--- src/rtl/wdff_pkg.sv ---
// ----------------------------------------------------------------------------
// wdff_pkg
// Shared types and constants of the duplicate frame filter: controller
// states, response kinds and the command and status bundles between the
// controller and the datapath.
// ----------------------------------------------------------------------------
`default_nettype none

package wdff_pkg;

   // Field widths of the 802.11 header, the duplicate counter and the window register.
   localparam int ADDR_W    = 48;
   localparam int OCTET_W   = 8;
   localparam int SEQCTL_W  = 16;
   localparam int SEQ_W     = 12;
   localparam int FRAG_W    = 4;
   localparam int COUNT_W   = 16;
   localparam int CSR_W     = 5;

   // Packed stream widths.
   localparam int REQ_TDATA_W = 128;
   localparam int RSP_TDATA_W = 24;

   // Header bits that decide whether a frame is checked at all.
   localparam int FC0_UNCHECKED_BIT = 2;
   localparam int FC1_MORE_FRAG_BIT = 2;
   localparam int RX_GROUP_BIT      = 40;

   // Window register reset value and the duplicate counter ceiling.
   localparam logic [CSR_W-1:0]   WINDOW_RESET = 5'd10;
   localparam logic [COUNT_W-1:0] COUNT_MAX    = 16'hFFFF;

   typedef enum logic [2:0] {
      ST_IDLE,
      ST_SCAN,
      ST_ALLOC,
      ST_META,
      ST_LOAD,
      ST_RING,
      ST_UPDATE,
      ST_DONE
   } ctrl_state_type;

   // What the response register is loaded with.
   typedef enum logic [1:0] {
      RSP_PASS,      // forward, untracked, count zero
      RSP_LOOKUP,    // forward, report the existing entry
      RSP_TRACKED    // checked frame, verdict from the ring search
   } rsp_kind_type;

   typedef struct packed {
      logic         latch_req;
      logic         scan_run;
      logic         alloc;
      logic         meta_rd;
      logic         meta_load;
      logic         ring_run;
      logic         update;
      logic         load_rsp;
      rsp_kind_type rsp_kind;
   } dp_cmd_type;

   typedef struct packed {
      logic complete;
      logic unchecked;
      logic scan_done;
      logic src_hit;
      logic free_found;
      logic ring_done;
      logic rsp_free;
   } dp_status_type;

endpackage

`default_nettype wire

--- src/rtl/wdff_ctrl.sv ---
// ----------------------------------------------------------------------------
// wdff_ctrl
// Sequencer of the duplicate frame filter. Walks one request through the
// source search, allocation or counter read, ring search and update, then hands the result
// to the response register.
// ----------------------------------------------------------------------------
`default_nettype none

module wdff_ctrl (
   input  wire                    clock,
   input  wire                    reset,
   input  wire                    req_accept,
   input  wdff_pkg::dp_status_type status,
   output wdff_pkg::dp_cmd_type    cmd,
   output logic                   req_ready
);

   wdff_pkg::ctrl_state_type state_ff, state_in;
   wdff_pkg::rsp_kind_type   kind_ff, kind_in;

   // State and response kind registers.
   always_ff @(posedge clock) begin
      if (reset) begin
         state_ff <= wdff_pkg::ST_IDLE;
         kind_ff  <= wdff_pkg::RSP_PASS;
      end else begin
         state_ff <= state_in;
         kind_ff  <= kind_in;
      end
   end

   // Next state and commands.
   always_comb begin
      state_in      = state_ff;
      kind_in       = kind_ff;
      cmd           = '0;
      cmd.rsp_kind  = kind_ff;
      req_ready     = 1'b0;

      unique case (state_ff)
         wdff_pkg::ST_IDLE: begin
            req_ready     = 1'b1;
            cmd.latch_req = req_accept;
            if (req_accept) begin
               state_in = wdff_pkg::ST_SCAN;
            end
         end
         wdff_pkg::ST_SCAN: begin
            cmd.scan_run = 1'b1;
            if (!status.complete) begin
               kind_in  = wdff_pkg::RSP_PASS;
               state_in = wdff_pkg::ST_DONE;
            end else if (status.src_hit) begin
               kind_in  = status.unchecked ? wdff_pkg::RSP_LOOKUP : wdff_pkg::RSP_TRACKED;
               state_in = wdff_pkg::ST_META;
            end else if (status.scan_done) begin
               if (!status.unchecked && status.free_found) begin
                  kind_in  = wdff_pkg::RSP_TRACKED;
                  state_in = wdff_pkg::ST_ALLOC;
               end else begin
                  kind_in  = wdff_pkg::RSP_PASS;
                  state_in = wdff_pkg::ST_DONE;
               end
            end
         end
         wdff_pkg::ST_ALLOC: begin
            cmd.alloc = 1'b1;
            state_in  = wdff_pkg::ST_RING;
         end
         wdff_pkg::ST_META: begin
            cmd.meta_rd = 1'b1;
            state_in    = wdff_pkg::ST_LOAD;
         end
         wdff_pkg::ST_LOAD: begin
            cmd.meta_load = 1'b1;
            state_in = (kind_ff == wdff_pkg::RSP_LOOKUP) ? wdff_pkg::ST_DONE
                                                          : wdff_pkg::ST_RING;
         end
         wdff_pkg::ST_RING: begin
            cmd.ring_run = 1'b1;
            if (status.ring_done) begin
               state_in = wdff_pkg::ST_UPDATE;
            end
         end
         wdff_pkg::ST_UPDATE: begin
            cmd.update = 1'b1;
            state_in   = wdff_pkg::ST_DONE;
         end
         wdff_pkg::ST_DONE: begin
            if (status.rsp_free) begin
               cmd.load_rsp = 1'b1;
               state_in     = wdff_pkg::ST_IDLE;
            end
         end
         default: begin
            state_in = wdff_pkg::ST_IDLE;
         end
      endcase
   end

endmodule

`default_nettype wire

--- src/rtl/wdff_dp.sv ---
// ----------------------------------------------------------------------------
// wdff_dp
// Datapath of the duplicate frame filter: request registers, window
// register, source table, per-source counters, sequence rings and the
// response register.
// ----------------------------------------------------------------------------
`default_nettype none

module wdff_dp #(
   parameter int MAX_SOURCES = 16,
   parameter int MAX_WINDOW  = 16
) (
   input  wire                                 clock,
   input  wire                                 reset,
   input  wdff_pkg::dp_cmd_type                cmd,
   output wdff_pkg::dp_status_type             status,
   // Request fields.
   input  wire                                 header_complete,
   input  wire [wdff_pkg::OCTET_W-1:0]         frame_control_0,
   input  wire [wdff_pkg::OCTET_W-1:0]         frame_control_1,
   input  wire [wdff_pkg::ADDR_W-1:0]          receiver_address,
   input  wire [wdff_pkg::ADDR_W-1:0]          transmitter_address,
   input  wire [wdff_pkg::SEQCTL_W-1:0]        sequence_control,
   // Window register write.
   input  wire                                 csr_write,
   input  wire [wdff_pkg::CSR_W-1:0]           csr_wdata,
   // Response register.
   input  wire                                 rsp_ready,
   output logic                                rsp_valid,
   output logic                                forward,
   output logic                                source_tracked,
   output logic [wdff_pkg::COUNT_W-1:0]        duplicate_count
);

   localparam int SRC_W  = (MAX_SOURCES > 1) ? $clog2(MAX_SOURCES) : 1;
   localparam int SCAN_W = $clog2(MAX_SOURCES + 1);
   localparam int SLOT_W = (MAX_WINDOW > 1) ? $clog2(MAX_WINDOW) : 1;
   localparam int FILL_W = $clog2(MAX_WINDOW + 1);
   localparam int RING_DEPTH = MAX_SOURCES * MAX_WINDOW;
   localparam int RA_W   = (RING_DEPTH > 1) ? $clog2(RING_DEPTH) : 1;
   localparam logic [SLOT_W-1:0] SLOT_LAST = SLOT_W'(MAX_WINDOW - 1);

   // ------------------------------------------------------------------------
   // Request registers.
   // ------------------------------------------------------------------------
   logic                          complete_ff;
   logic                          unchecked_ff;
   logic [wdff_pkg::ADDR_W-1:0]   tx_ff;
   logic [wdff_pkg::SEQ_W-1:0]    seq_ff;

   always_ff @(posedge clock) begin
      if (cmd.latch_req) begin
         complete_ff  <= header_complete;
         unchecked_ff <= frame_control_0[wdff_pkg::FC0_UNCHECKED_BIT]
                       | receiver_address[wdff_pkg::RX_GROUP_BIT]
                       | frame_control_1[wdff_pkg::FC1_MORE_FRAG_BIT]
                       | (sequence_control[wdff_pkg::FRAG_W-1:0] != '0);
         tx_ff        <= transmitter_address;
         seq_ff       <= sequence_control[wdff_pkg::SEQCTL_W-1:wdff_pkg::FRAG_W];
      end
   end

   // Window register; zero counts as one, large values clip to the ring size.
   logic [wdff_pkg::CSR_W-1:0] win_ff;
   logic [FILL_W-1:0]          win_eff;

   always_ff @(posedge clock) begin
      if (reset) begin
         win_ff <= wdff_pkg::WINDOW_RESET;
      end else if (csr_write) begin
         win_ff <= csr_wdata;
      end
   end

   always_comb begin
      if (win_ff == '0) begin
         win_eff = FILL_W'(1);
      end else if (32'(win_ff) > MAX_WINDOW) begin
         win_eff = FILL_W'(MAX_WINDOW);
      end else begin
         win_eff = FILL_W'(win_ff);
      end
   end

   // ------------------------------------------------------------------------
   // Source table search, one entry per cycle with a registered read.
   // ------------------------------------------------------------------------
   logic [MAX_SOURCES-1:0]        valid_ff;
   logic [wdff_pkg::ADDR_W-1:0]   addr_mem [MAX_SOURCES];
   logic [wdff_pkg::ADDR_W-1:0]   addr_q_ff;
   logic [SCAN_W-1:0]             scan_idx_ff;
   logic [SRC_W-1:0]              cmp_idx_ff;
   logic                          cmp_vld_ff;
   logic                          hit_ff;
   logic                          scan_done_ff;
   logic                          free_found_ff;
   logic [SRC_W-1:0]              free_idx_ff;
   logic [SRC_W-1:0]              src_idx_ff;
   logic                          scan_step;
   logic                          scan_issue;
   logic [SRC_W-1:0]              scan_addr;

   assign scan_step  = cmd.scan_run && !hit_ff && !scan_done_ff;
   assign scan_issue = scan_step && (scan_idx_ff < SCAN_W'(MAX_SOURCES));
   assign scan_addr  = scan_idx_ff[SRC_W-1:0];

   // Search control.
   always_ff @(posedge clock) begin
      if (reset) begin
         valid_ff      <= '0;
         scan_idx_ff   <= '0;
         cmp_vld_ff    <= 1'b0;
         hit_ff        <= 1'b0;
         scan_done_ff  <= 1'b0;
         free_found_ff <= 1'b0;
      end else if (cmd.latch_req) begin
         scan_idx_ff   <= '0;
         cmp_vld_ff    <= 1'b0;
         hit_ff        <= 1'b0;
         scan_done_ff  <= 1'b0;
         free_found_ff <= 1'b0;
      end else begin
         if (scan_step) begin
            cmp_vld_ff <= scan_issue;
            if (scan_issue) begin
               scan_idx_ff <= scan_idx_ff + SCAN_W'(1);
               if (!valid_ff[scan_addr] && !free_found_ff) begin
                  free_found_ff <= 1'b1;
               end
            end
            if (cmp_vld_ff) begin
               if (valid_ff[cmp_idx_ff] && addr_q_ff == tx_ff) begin
                  hit_ff <= 1'b1;
               end
               if (cmp_idx_ff == SRC_W'(MAX_SOURCES - 1)) begin
                  scan_done_ff <= 1'b1;
               end
            end
         end
         if (cmd.alloc) begin
            valid_ff[free_idx_ff] <= 1'b1;
         end
      end
   end

   // Search payload: indexes of the compared, free and chosen entries.
   always_ff @(posedge clock) begin
      if (scan_issue) begin
         cmp_idx_ff <= scan_addr;
         if (!valid_ff[scan_addr] && !free_found_ff) begin
            free_idx_ff <= scan_addr;
         end
      end
      if (scan_step && cmp_vld_ff && valid_ff[cmp_idx_ff] && addr_q_ff == tx_ff) begin
         src_idx_ff <= cmp_idx_ff;
      end else if (cmd.alloc) begin
         src_idx_ff <= free_idx_ff;
      end
   end

   // Source address memory.
   always_ff @(posedge clock) begin
      if (cmd.alloc) begin
         addr_mem[free_idx_ff] <= tx_ff;
      end
      if (scan_issue) begin
         addr_q_ff <= addr_mem[scan_addr];
      end
   end

   // ------------------------------------------------------------------------
   // Per-source counters: duplicate count, ring fill and next ring slot.
   // ------------------------------------------------------------------------
   logic [wdff_pkg::COUNT_W-1:0]  cnt_mem  [MAX_SOURCES];
   logic [FILL_W-1:0]             fill_mem [MAX_SOURCES];
   logic [SLOT_W-1:0]             next_mem [MAX_SOURCES];
   logic [wdff_pkg::COUNT_W-1:0]  cnt_q_ff;
   logic [FILL_W-1:0]             fill_q_ff;
   logic [SLOT_W-1:0]             next_q_ff;
   logic [wdff_pkg::COUNT_W-1:0]  cnt_ff,  cnt_in;
   logic [FILL_W-1:0]             fill_ff, fill_in;
   logic [SLOT_W-1:0]             next_ff, next_in;
   logic [FILL_W-1:0]             fill_src;
   logic [SLOT_W-1:0]             next_src;
   logic                          dup_ff;

   assign fill_src = cmd.alloc ? '0 : fill_q_ff;
   assign next_src = cmd.alloc ? '0 : next_q_ff;

   // Counter memories, read by the meta read command, written at update.
   always_ff @(posedge clock) begin
      if (cmd.meta_rd) begin
         cnt_q_ff  <= cnt_mem[src_idx_ff];
         fill_q_ff <= fill_mem[src_idx_ff];
         next_q_ff <= next_mem[src_idx_ff];
      end
      if (cmd.update) begin
         cnt_mem[src_idx_ff]  <= cnt_in;
         fill_mem[src_idx_ff] <= fill_in;
         next_mem[src_idx_ff] <= next_in;
      end
   end

   // Updated counters: count up on a duplicate, else advance the ring.
   always_comb begin
      cnt_in  = cnt_ff;
      fill_in = fill_ff;
      next_in = next_ff;
      if (dup_ff) begin
         if (cnt_ff != wdff_pkg::COUNT_MAX) begin
            cnt_in = cnt_ff + wdff_pkg::COUNT_W'(1);
         end
      end else begin
         next_in = (next_ff == SLOT_LAST) ? '0 : next_ff + SLOT_W'(1);
         if (fill_ff < FILL_W'(MAX_WINDOW)) begin
            fill_in = fill_ff + FILL_W'(1);
         end
      end
   end

   // Working copy of the selected source's counters.
   always_ff @(posedge clock) begin
      if (cmd.alloc || cmd.meta_load) begin
         cnt_ff  <= cmd.alloc ? '0 : cnt_q_ff;
         fill_ff <= fill_src;
         next_ff <= next_src;
      end else if (cmd.update) begin
         cnt_ff  <= cnt_in;
         fill_ff <= fill_in;
         next_ff <= next_in;
      end
   end

   // ------------------------------------------------------------------------
   // Ring search, newest slot first, one slot per cycle.
   // ------------------------------------------------------------------------
   logic [wdff_pkg::SEQ_W-1:0]    ring_mem [RING_DEPTH];
   logic [wdff_pkg::SEQ_W-1:0]    ring_q_ff;
   logic [SLOT_W-1:0]             slot_ff;
   logic [FILL_W-1:0]             ring_n_ff;
   logic [FILL_W-1:0]             issue_cnt_ff;
   logic [FILL_W-1:0]             cmp_cnt_ff;
   logic                          ring_vld_ff;
   logic                          ring_init;
   logic                          ring_step;
   logic                          ring_issue;
   logic [RA_W-1:0]               ring_rd_addr;
   logic [RA_W-1:0]               ring_wr_addr;

   assign ring_init  = cmd.alloc || cmd.meta_load;
   assign ring_step  = cmd.ring_run && !dup_ff;
   assign ring_issue = ring_step && (issue_cnt_ff < ring_n_ff);
   assign ring_rd_addr = RA_W'(32'(src_idx_ff) * MAX_WINDOW + 32'(slot_ff));
   assign ring_wr_addr = RA_W'(32'(src_idx_ff) * MAX_WINDOW + 32'(next_ff));

   always_ff @(posedge clock) begin
      if (reset) begin
         ring_vld_ff  <= 1'b0;
         dup_ff       <= 1'b0;
         issue_cnt_ff <= '0;
         cmp_cnt_ff   <= '0;
         ring_n_ff    <= '0;
         slot_ff      <= '0;
      end else if (ring_init) begin
         ring_vld_ff  <= 1'b0;
         dup_ff       <= 1'b0;
         issue_cnt_ff <= '0;
         cmp_cnt_ff   <= '0;
         ring_n_ff    <= (fill_src < win_eff) ? fill_src : win_eff;
         slot_ff      <= (next_src == '0) ? SLOT_LAST : next_src - SLOT_W'(1);
      end else if (ring_step) begin
         ring_vld_ff <= ring_issue;
         if (ring_issue) begin
            issue_cnt_ff <= issue_cnt_ff + FILL_W'(1);
            slot_ff      <= (slot_ff == '0) ? SLOT_LAST : slot_ff - SLOT_W'(1);
         end
         if (ring_vld_ff) begin
            cmp_cnt_ff <= cmp_cnt_ff + FILL_W'(1);
            if (ring_q_ff == seq_ff) begin
               dup_ff <= 1'b1;
            end
         end
      end
   end

   // Sequence ring memory.
   always_ff @(posedge clock) begin
      if (cmd.update && !dup_ff) begin
         ring_mem[ring_wr_addr] <= seq_ff;
      end
      if (ring_issue) begin
         ring_q_ff <= ring_mem[ring_rd_addr];
      end
   end

   // ------------------------------------------------------------------------
   // Response register.
   // ------------------------------------------------------------------------
   logic                          rsp_valid_ff;
   logic                          fwd_ff;
   logic                          tracked_ff;
   logic [wdff_pkg::COUNT_W-1:0]  count_ff;

   always_ff @(posedge clock) begin
      if (reset) begin
         rsp_valid_ff <= 1'b0;
      end else if (cmd.load_rsp) begin
         rsp_valid_ff <= 1'b1;
      end else if (rsp_ready) begin
         rsp_valid_ff <= 1'b0;
      end
   end

   always_ff @(posedge clock) begin
      if (cmd.load_rsp) begin
         unique case (cmd.rsp_kind)
            wdff_pkg::RSP_LOOKUP: begin
               fwd_ff     <= 1'b1;
               tracked_ff <= 1'b1;
               count_ff   <= cnt_ff;
            end
            wdff_pkg::RSP_TRACKED: begin
               fwd_ff     <= !dup_ff;
               tracked_ff <= 1'b1;
               count_ff   <= cnt_ff;
            end
            default: begin
               fwd_ff     <= 1'b1;
               tracked_ff <= 1'b0;
               count_ff   <= '0;
            end
         endcase
      end
   end

   assign rsp_valid       = rsp_valid_ff;
   assign forward         = fwd_ff;
   assign source_tracked  = tracked_ff;
   assign duplicate_count = count_ff;

   // Status toward the controller.
   always_comb begin
      status.complete   = complete_ff;
      status.unchecked  = unchecked_ff;
      status.scan_done  = scan_done_ff;
      status.src_hit    = hit_ff;
      status.free_found = free_found_ff;
      status.ring_done  = dup_ff || (cmp_cnt_ff == ring_n_ff);
      status.rsp_free   = !rsp_valid_ff || rsp_ready;
   end

endmodule

`default_nettype wire

--- src/rtl/wifi_duplicate_frame_filter.sv ---
// ----------------------------------------------------------------------------
// wifi_duplicate_frame_filter
// Drops repeated 802.11 frames by keeping the latest sequence numbers of
// each transmitter and counting the duplicates seen per transmitter.
// ----------------------------------------------------------------------------
//  Channel | Direction | Handshake           | Contents
//  req_    | in        | req_tvalid/tready   | one header per request
//  rsp_    | out       | rsp_tvalid/tready   | verdict, tracking flag, count
//  csr_    | in        | csr_valid/ready     | window size register
//
//  One request at a time; the ring search covers n = min(ring fill, window) slots.
//  The source search reads one table entry per cycle and stops on a match;
//  the ring search reads one sequence slot per cycle and stops on a match.
//  Reset is synchronous and empties the source table at once.
//  A finished result waits in the response register while the next request
//  is accepted; it stalls the sequencer only when a second result is ready.
// ----------------------------------------------------------------------------
`default_nettype none

module wifi_duplicate_frame_filter #(
   parameter int MAX_SOURCES = 16,
   parameter int MAX_WINDOW  = 16
) (
   input  wire                                   clock,
   input  wire                                   reset,
   // Request stream.
   input  wire                                   req_tvalid,
   output logic                                  req_tready,
   // [7:0] frame_control_0, [15:8] frame_control_1, [63:16] receiver_address,
   // [111:64] transmitter_address, [127:112] sequence_control
   input  wire [wdff_pkg::REQ_TDATA_W-1:0]       req_tdata,
   // [0] header_complete
   input  wire                                   req_tuser,
   // Response stream.
   output logic                                  rsp_tvalid,
   input  wire                                   rsp_tready,
   // [0] forward, [1] source_tracked, [17:2] duplicate_count, [23:18] zero
   output logic [wdff_pkg::RSP_TDATA_W-1:0]      rsp_tdata,
   // Window register write.
   input  wire                                   csr_valid,
   output logic                                  csr_ready,
   input  wire [wdff_pkg::CSR_W-1:0]             csr_wdata
);

   wdff_pkg::dp_cmd_type    cmd;
   wdff_pkg::dp_status_type status;
   logic                    req_accept;
   logic                    forward;
   logic                    source_tracked;
   logic [wdff_pkg::COUNT_W-1:0] duplicate_count;

   assign req_accept = req_tvalid && req_tready;
   assign csr_ready  = 1'b1;

   wdff_ctrl u_ctrl (
      .clock      (clock),
      .reset      (reset),
      .req_accept (req_accept),
      .status     (status),
      .cmd        (cmd),
      .req_ready  (req_tready)
   );

   wdff_dp #(
      .MAX_SOURCES (MAX_SOURCES),
      .MAX_WINDOW  (MAX_WINDOW)
   ) u_dp (
      .clock               (clock),
      .reset               (reset),
      .cmd                 (cmd),
      .status              (status),
      .header_complete     (req_tuser),
      .frame_control_0     (req_tdata[7:0]),
      .frame_control_1     (req_tdata[15:8]),
      .receiver_address    (req_tdata[63:16]),
      .transmitter_address (req_tdata[111:64]),
      .sequence_control    (req_tdata[127:112]),
      .csr_write           (csr_valid && csr_ready),
      .csr_wdata           (csr_wdata),
      .rsp_ready           (rsp_tready),
      .rsp_valid           (rsp_tvalid),
      .forward             (forward),
      .source_tracked      (source_tracked),
      .duplicate_count     (duplicate_count)
   );

   // Pack the response fields, lowest field first.
   assign rsp_tdata = {6'd0, duplicate_count, source_tracked, forward};

endmodule

`default_nettype wire

--- config.mk ---
export PLATFORM = sky130hd
export DESIGN_NAME = wifi_duplicate_frame_filter
export DESIGN_NICKNAME = d
export VERILOG_FILES = /design/src/rtl/wdff_pkg.sv /design/src/rtl/wdff_ctrl.sv /design/src/rtl/wdff_dp.sv /design/src/rtl/wifi_duplicate_frame_filter.sv
export SDC_FILE = /design/constraint.sdc
export NUM_CORES = 2
export LEC_CHECK = 0
export ABC_CLOCK_PERIOD_IN_PS = 10200
export BUFFER_PORTS_ARGS = -buffer_cell sky130_fd_sc_hd__buf_4
export CAP_MARGIN = 15
export CORE_MARGIN = 1.5
export CORE_UTILIZATION = 50
export CTS_BUF_LIST = sky130_fd_sc_hd__clkbuf_2 sky130_fd_sc_hd__clkbuf_4 sky130_fd_sc_hd__clkbuf_8
export CTS_CLUSTER_SIZE = 25
export DETAILED_ROUTE_END_ITERATION = 8
export PLACE_DENSITY = 0.65
export SYNTH_ARGS = -nofsm -noshare
export SYNTH_HDL_FRONTEND = slang
export SYNTH_MEMORY_MAX_BITS = 65536
export SYNTH_SLANG_ARGS = --single-unit
--- constraint.sdc ---
create_clock -name clock -period 10.2 [get_ports clock]
set_input_delay 1.02 -clock clock [delete_from_list [all_inputs] [get_ports clock]]
set_output_delay 1.02 -clock clock [all_outputs]
set_load 0.05 [all_outputs]
Word-level counts from Yosys, hierarchy flattened --
Memory sizes are Yosys's and may differ from the RTL's. A register that Yosys moved wholly into a read port is not among the register bits. Index checks and enable logic that the tools add are counted.
Word-level totals: word-level logic and storage cells 191, bits of input ports 139, memories kept 5, bits in writable memories 4240, register bits 174
Cells by class: muxes and demuxes 64, reduce and logical (&&, ||, !) cells 49, equal/unequal tests 20, add/subtract/negate cells 10, order comparisons 9, bitwise gates (word level) 5
Memories:
- u_dp.ring_mem | words 256, width 12, read ports 1, clocked after Yosys merged registers in 1, write ports 1, RTL line wdff_dp.sv:237 | logic [wdff_pkg::SEQ_W-1:0] ring_mem [RING_DEPTH];
- u_dp.addr_mem | words 16, width 48, read ports 1, clocked after Yosys merged registers in 1, write ports 1, RTL line wdff_dp.sv:89 | logic [wdff_pkg::ADDR_W-1:0] addr_mem [MAX_SOURCES];
- u_dp.cnt_mem | words 16, width 16, read ports 1, clocked after Yosys merged registers in 1, write ports 1, RTL line wdff_dp.sv:174 | logic [wdff_pkg::COUNT_W-1:0] cnt_mem [MAX_SOURCES];
- u_dp.fill_mem | words 16, width 5, read ports 1, clocked after Yosys merged registers in 1, write ports 1, RTL line wdff_dp.sv:175 | logic [FILL_W-1:0] fill_mem [MAX_SOURCES];
- u_dp.next_mem | words 16, width 4, read ports 1, clocked after Yosys merged registers in 1, write ports 1, RTL line wdff_dp.sv:176 | logic [SLOT_W-1:0] next_mem [MAX_SOURCES];
Operators by type and width (number):
- $mux 16 | 5
- $eq 48x48->1 | 1
- $mux 4 | 12
- $mux 5 | 8
- $pmux 3 s8 | 1
- $mux 1 | 22
- $mux 3 | 7
- $add 5x1->5 const B | 4
- $add 16x1->16 const B | 1
- $add 8x4->8 | 2
- $ne 16x16->1 const B | 1
- $or 16x16->16 | 1
- $lt 4x5->1 const B | 3
- $logic_and 1x1->1 | 14
- $reduce_and 2->1 | 7
- $eq 12x12->1 | 1
- $eq 3x3->1 const B | 4
- $mux 2 | 6
- $reduce_and 3->1 | 4
- $lt 5x5->1 | 2
- $lt 5x5->1 const B | 2
- $reduce_bool 2->1 | 5
- $bmux 1 s4 | 2
- $eq 4x4->1 const B | 2
- other kinds (24) | 40

Logic depth before layout (Yosys ltp) --
depth in word-level cells 8, mapped depth 13

Modules after synthesis --
From an unflattened synthesis, not the netlist that was laid out.
Unflattened totals: cells, all modules 8298, area total of the unflattened synthesis 174013.1 µm²
Modules (own cells, without submodules):
- wdff_dp | area an instance 173538.9 µm², cells each 8233, instances 1
- wdff_ctrl | area an instance 392.9 µm², cells each 53, instances 1
- wifi_duplicate_frame_filter | area an instance 81.3 µm², cells each 12, instances 1

Least setup slack after synthesis --
No wires, ideal clock.
kind reg2reg, start register u_ctrl.state_ff[1], end memory u_dp.addr_mem[0][0] (netlist name), enable pin, library setup time 0.515 ns, setup slack 5.032 ns, buffers on the path 1, stages on the path, launching flop included 6, arrival 4.653 ns, cell sequence dfxtp_1 clkbuf_1 inv_1 or3_1 or3_1 nor3_1
Between the ends: longest elaborated chain between the ends 4
Ends and longest elaborated chain:
- from (decl) | RTL line wdff_ctrl.sv:18 | wdff_pkg::ctrl_state_type state_ff, state_in;
- from (signal assigned) | RTL line wdff_ctrl.sv:24 | state_ff <= wdff_pkg::ST_IDLE;
- from (signal assigned) | RTL line wdff_ctrl.sv:27 | state_ff <= state_in;
- $eq 3x2->1 | RTL line wdff_ctrl.sv:40 | unique case (state_ff)
- $mux 1 | RTL line wdff_ctrl.sv:40
- $mux 1 | RTL line wdff_dp.sv:163 | if (cmd.alloc) begin
- $mux 1 (not written as such) | RTL line wdff_dp.sv:164 | addr_mem[free_idx_ff] <= tx_ff;
- to (decl) | RTL line wdff_dp.sv:89
No other way between the ends.

Worst setup path after layout --
start register u_dp.slot_ff[0], end register u_dp.ring_q_ff[10] (netlist name) (read register of u_dp.ring_mem) (data pin)
Between the ends: longest elaborated chain between the ends 1
Ends and longest elaborated chain:
- from (decl) | RTL line wdff_dp.sv:239 | logic [SLOT_W-1:0] slot_ff;
- from (signal assigned) | RTL line wdff_dp.sv:270 | slot_ff <= (next_src == '0) ? SLOT_LAST : next_src - SLOT_W'(1);
- from (signal assigned) | RTL line wdff_dp.sv:275 | slot_ff <= (slot_ff == '0) ? SLOT_LAST : slot_ff - SLOT_W'(1);
- $add 8x4->8 | RTL line wdff_dp.sv:253 | assign ring_rd_addr = RA_W'(32'(src_idx_ff) * MAX_WINDOW + 32'(slot_ff));
- to (decl) | RTL line wdff_dp.sv:238 | logic [wdff_pkg::SEQ_W-1:0] ring_q_ff;
No other way between the ends. A chain may end at the register's enable or synchronous reset.

==> metrics.csv <==
stage,metric,value,unit
placement,gp_congestion,0.846,
clock_tree,clock-sinks,4499,
placement,place_ws,5.33,ns
global_route,grtUsageMet2,0.391,
synth,synth_edf_count,4442,
critical_path,cp.arrival,5.82,ns
status,status,"finished, violations left",
synth,synth_top_area_cell,edfxtp_1,
critical_path,crit_path_start_kind,flop,
sta,fin_ws,5.28,ns
critical_path,worstSetupEndpointType,flop,
clock_tree,cts_made_buffers,704,
sta,tightestPinTransition,1.61,ns
synth,yosysMostFrequentCell,edfxtp_1,
drt,drtAntennaViolNets,0,
synth,synth_area_leaders,"edfxtp_1 (77%), mux4_2 (12%), mux2i_1 (3.0%), a221oi_1 (1.1%), nor2_1 (0.93%)",
synth,yosys_warnings,0,
global_route,grt_pass1_wl,631000,um
synth,synth_common_cells,"edfxtp_1 (4,442), mux4_2 (904), mux2i_1 (517)",
drt,drt_iter0_drc,11100,
clock_tree,cts-root-buf,clkbuf_8,
final_layout,syn_to_final_growth,12.4,%
clock_tree,tritoncts,yes,
drt,drt-total-wl,445000,um
global_route,grt-busiest-layer,met2,
placement,placedCellCount,12700,
global_route,antenna_found_initial,20,
die,io_pins,166,
synth,avgSynthCellArea,21.2,um^2
synth,synth_cells,8233,
final_layout,layout-drive-gt1-share,0.271,
synth,ys_types,76,
critical_path,cp_data_required_time,11.10,ns
die,die_width,593,um
global_route,grt_start_max_net_pins,233,
final_layout,final_area,196000,um^2
critical_path,crit_type,flop to flop,
die,core-area,346000,um^2
final_layout,final_core_util,0.565,
worst_hold_path,hp-class,primary input to flop,
global_route,grt-ovfl-total,0,
sta,rsz0062_at_grt,no,
status,failed_checks,slew limit,
synth,ys_seq_area_frac,0.772,
global_route,grt_pass1_vias,88700,
sta,timing.fmax,203,MHz
drt,post-route-drc-count,0,
synth,async_reset_ff_frac,0,
critical_path,slowest_delay,0.84,ns
synth,syn-cell-area,174000,um^2
clock_tree,postCtsSetupBuffers,0,
sta,relSlewSlack,-0.0765,
sta,fin_worst_skew,0.0964,ns
critical_path,path_max_fanout,107,
placement,dpl.hpwl,248000,um
drt,num_vias,88300,
pwr,peakVddDrop,0.000198,V
pwr,power.density_cell_area,215,nW/um^2
die,dieArea,352000,um^2
sta,tns,0,ns
final_layout,n_fill_cell,25500,
synth,synthFlopType,edfxtp_1,
flow_run,drv_cap,0,
global_route,met3_usage,0.0544,
critical_path,path_common_cell,buf_12,
synth,synth_seq_cells,4499,
sta,setup_viol,0,
die,die_height,593,um
sta,hold_slack,0.125,ns
clock_tree,h-tree-depth,6,
clock_tree,max-clock-path-buffers,4,
critical_path,crit_path_cell_trace,buf_12 -> buf_12 -> mux4_2 -> a22oi_1 -> nand2_1 -> a22o_1 -> a2111oi_0 -> nand4_1,
pwr,total_power,42.1,mW
die,fp-row-count,216,
sta,hold_viol_final,0,
placement,port_buffers,97,
placement,postPlaceCellArea,181000,um^2
synth,synth.top_cell.area_share,0.765,
sta,layout_min_cycle_time,4.92,ns
final_layout,final_cells,14200,
final_layout,nets,9201,
global_route,grt_usage,0.250,
sta,report.final.slew_viol_count,72,
clock_tree,cts_resized,0,
drt,avgRoutedWirePerCell,31.4,um
clock_tree,clock_latency,1.24,ns
clock_tree,path_clk_slew,0.06,ns
sta,period_share,0.482,
die,initial_core_util,0.503,
drt,vias_per_cell,6.23,
global_route,grtUsageMet1,0.352,
drt,drt_pass1_iterations,7,
pwr,p_leak,60.4,nW
critical_path,slowest_stage,a2111oi_0,
==> sequential cells by signal, indices dropped and copies added (netlist names), 5 cells and up <==
| register | flops |
|---|---|
| u_dp.tx_ff | 48 |
| u_dp.cnt_q_ff | 16 |
| u_dp.fill_ff | 5 |
| u_dp.ring_n_ff | 5 |
| u_dp.seq_ff | 12 |
| u_dp.scan_idx_ff | 5 |
| u_dp.ring_q_ff | 12 |
| u_dp.ring_mem | 3072 |
| u_dp.cnt_ff | 16 |
| u_dp.issue_cnt_ff | 5 |
| u_dp.fill_q_ff | 5 |
| u_dp.addr_mem | 768 |
| u_dp.valid_ff | 16 |
| u_dp.addr_q_ff | 48 |
| u_dp.cmp_cnt_ff | 5 |
| u_dp.fill_mem | 80 |
| u_dp.next_mem | 64 |
| u_dp.duplicate_count | 16 |
| u_dp.win_ff | 5 |
| u_dp.cnt_mem | 256 |
==> final timing paths <==
kind / endpoint / slack, ns / startpoint / depth (start not counted)
worst min register to register: u_dp.ring_vld_ff$_SDFFE_PP0P_ / 0.46 / u_dp.ring_vld_ff$_SDFFE_PP0P_ / 2
worst min-delay path: u_dp.win_ff[1]$_SDFFE_PP1P_ / 0.12 / csr_valid / 2
worst max-delay path: u_dp.ring_q_ff[10]$_DFFE_PP_ / 5.28 / u_dp.slot_ff[0]$_SDFFE_PP0P_ / 8
worst max register to register: u_dp.ring_q_ff[10]$_DFFE_PP_ / 5.28 / u_dp.slot_ff[0]$_SDFFE_PP0P_ / 8
==> kinds of logic (layout without fill, tap and decap cells) <==
| group | count (synthesis) | count (layout) | share of synthesized area |
|---|---|---|---|
| other | 2 | 12 | 0.0000431 |
| buffers and inverters | 527 | 1884 | 0.0184 |
| AO/OA/AOI/OAI | 772 | 772 | 0.0323 |
| adder cells (fa/ha/maj) | 21 | 21 | 0.00151 |
| XOR/XNOR | 81 | 81 | 0.00407 |
| flip-flops | 4499 | 4499 | 0.772 |
| multiplexers | 1452 | 1452 | 0.149 |
| AND/OR/NAND/NOR | 879 | 879 | 0.0224 |
==> layout make-up <==
class	instances	area [um^2]	area share
Antenna cell	5	12.5	0.0000639
Clock buffer	955	11600	0.0593
Clock inverter	305	2010	0.0103
Inverter	53	211	0.00108
Multi-Input combinational cell	3212	36800	0.188
Sequential cell	4499	135000	0.687
Tap cell	4578	5730	0.0292
Timing Repair Buffer	571	4950	0.0253
==> cell usage in the layout (no fill, tap or decap), types with 23 or more instances in the layout <==
| master | netlist | final |
|---|---|---|
| o21ai_0 | 124 | 123 |
| a221oi_1 | 222 | 222 |
| nand3_1 | 78 | 72 |
| a31oi_1 | 35 | 35 |
| nor2b_1 | 36 | 31 |
| a22oi_1 | 114 | 114 |
| nor3_1 | 33 | 29 |
| clkinv_2 | 0 | 71 |
| xnor2_1 | 34 | 33 |
| dfxtp_1 | 57 | 49 |
| nor4_1 | 25 | 24 |
| a22o_1 | 25 | 25 |
| clkbuf_4 | 0 | 244 |
| a21oi_1 | 85 | 85 |
| buf_4 | 28 | 431 |
| mux2i_1 | 517 | 517 |
| buf_12 | 12 | 25 |
| xor2_1 | 47 | 47 |
| nand4_1 | 42 | 42 |
| clkbuf_8 | 0 | 713 |
| edfxtp_1 | 4442 | 4442 |
| dlygate4sd3_1 | 0 | 69 |
| nor2_1 | 433 | 414 |
| buf_6 | 65 | 42 |
| mux4_2 | 904 | 904 |
| inv_1 | 49 | 47 |
| clkinv_1 | 2 | 166 |
| mux2_2 | 23 | 23 |
| nand2_1 | 162 | 157 |
==> routing by layer <==
layer	wire, um	up-vias
li1	-	36200
met1	176000	46700
met2	210000	4639
met3	43000	773
met4	15400	2
met5	12	-
==> worst max-delay path: cells and delay by family, from the launching register on <==
kind | cells | cell delay [ns]
mux | 1 | 0.59
buf+inv | 2 | 1.27
simple gates | 2 | 0.35
compound gates | 3 | 1.31
flops | 1 | 0.76
==> where the power goes <==
part           leakage [nW]  internal (mW)  switching (mW)
registers              40.4           20.9           0.274
clock network          7.22           7.73            7.07
logic                  12.8           2.15            3.95
total                  60.4           30.8            11.3
==> repair_timing <==
item | 4_1_cts | 5_1_grt
hold endpoints to repair | 67 | 0
endpoints found under the setup margin | 0 | 0
hold buffers | 69 | 0
Note: power is estimated with default switching activity, not from simulation.
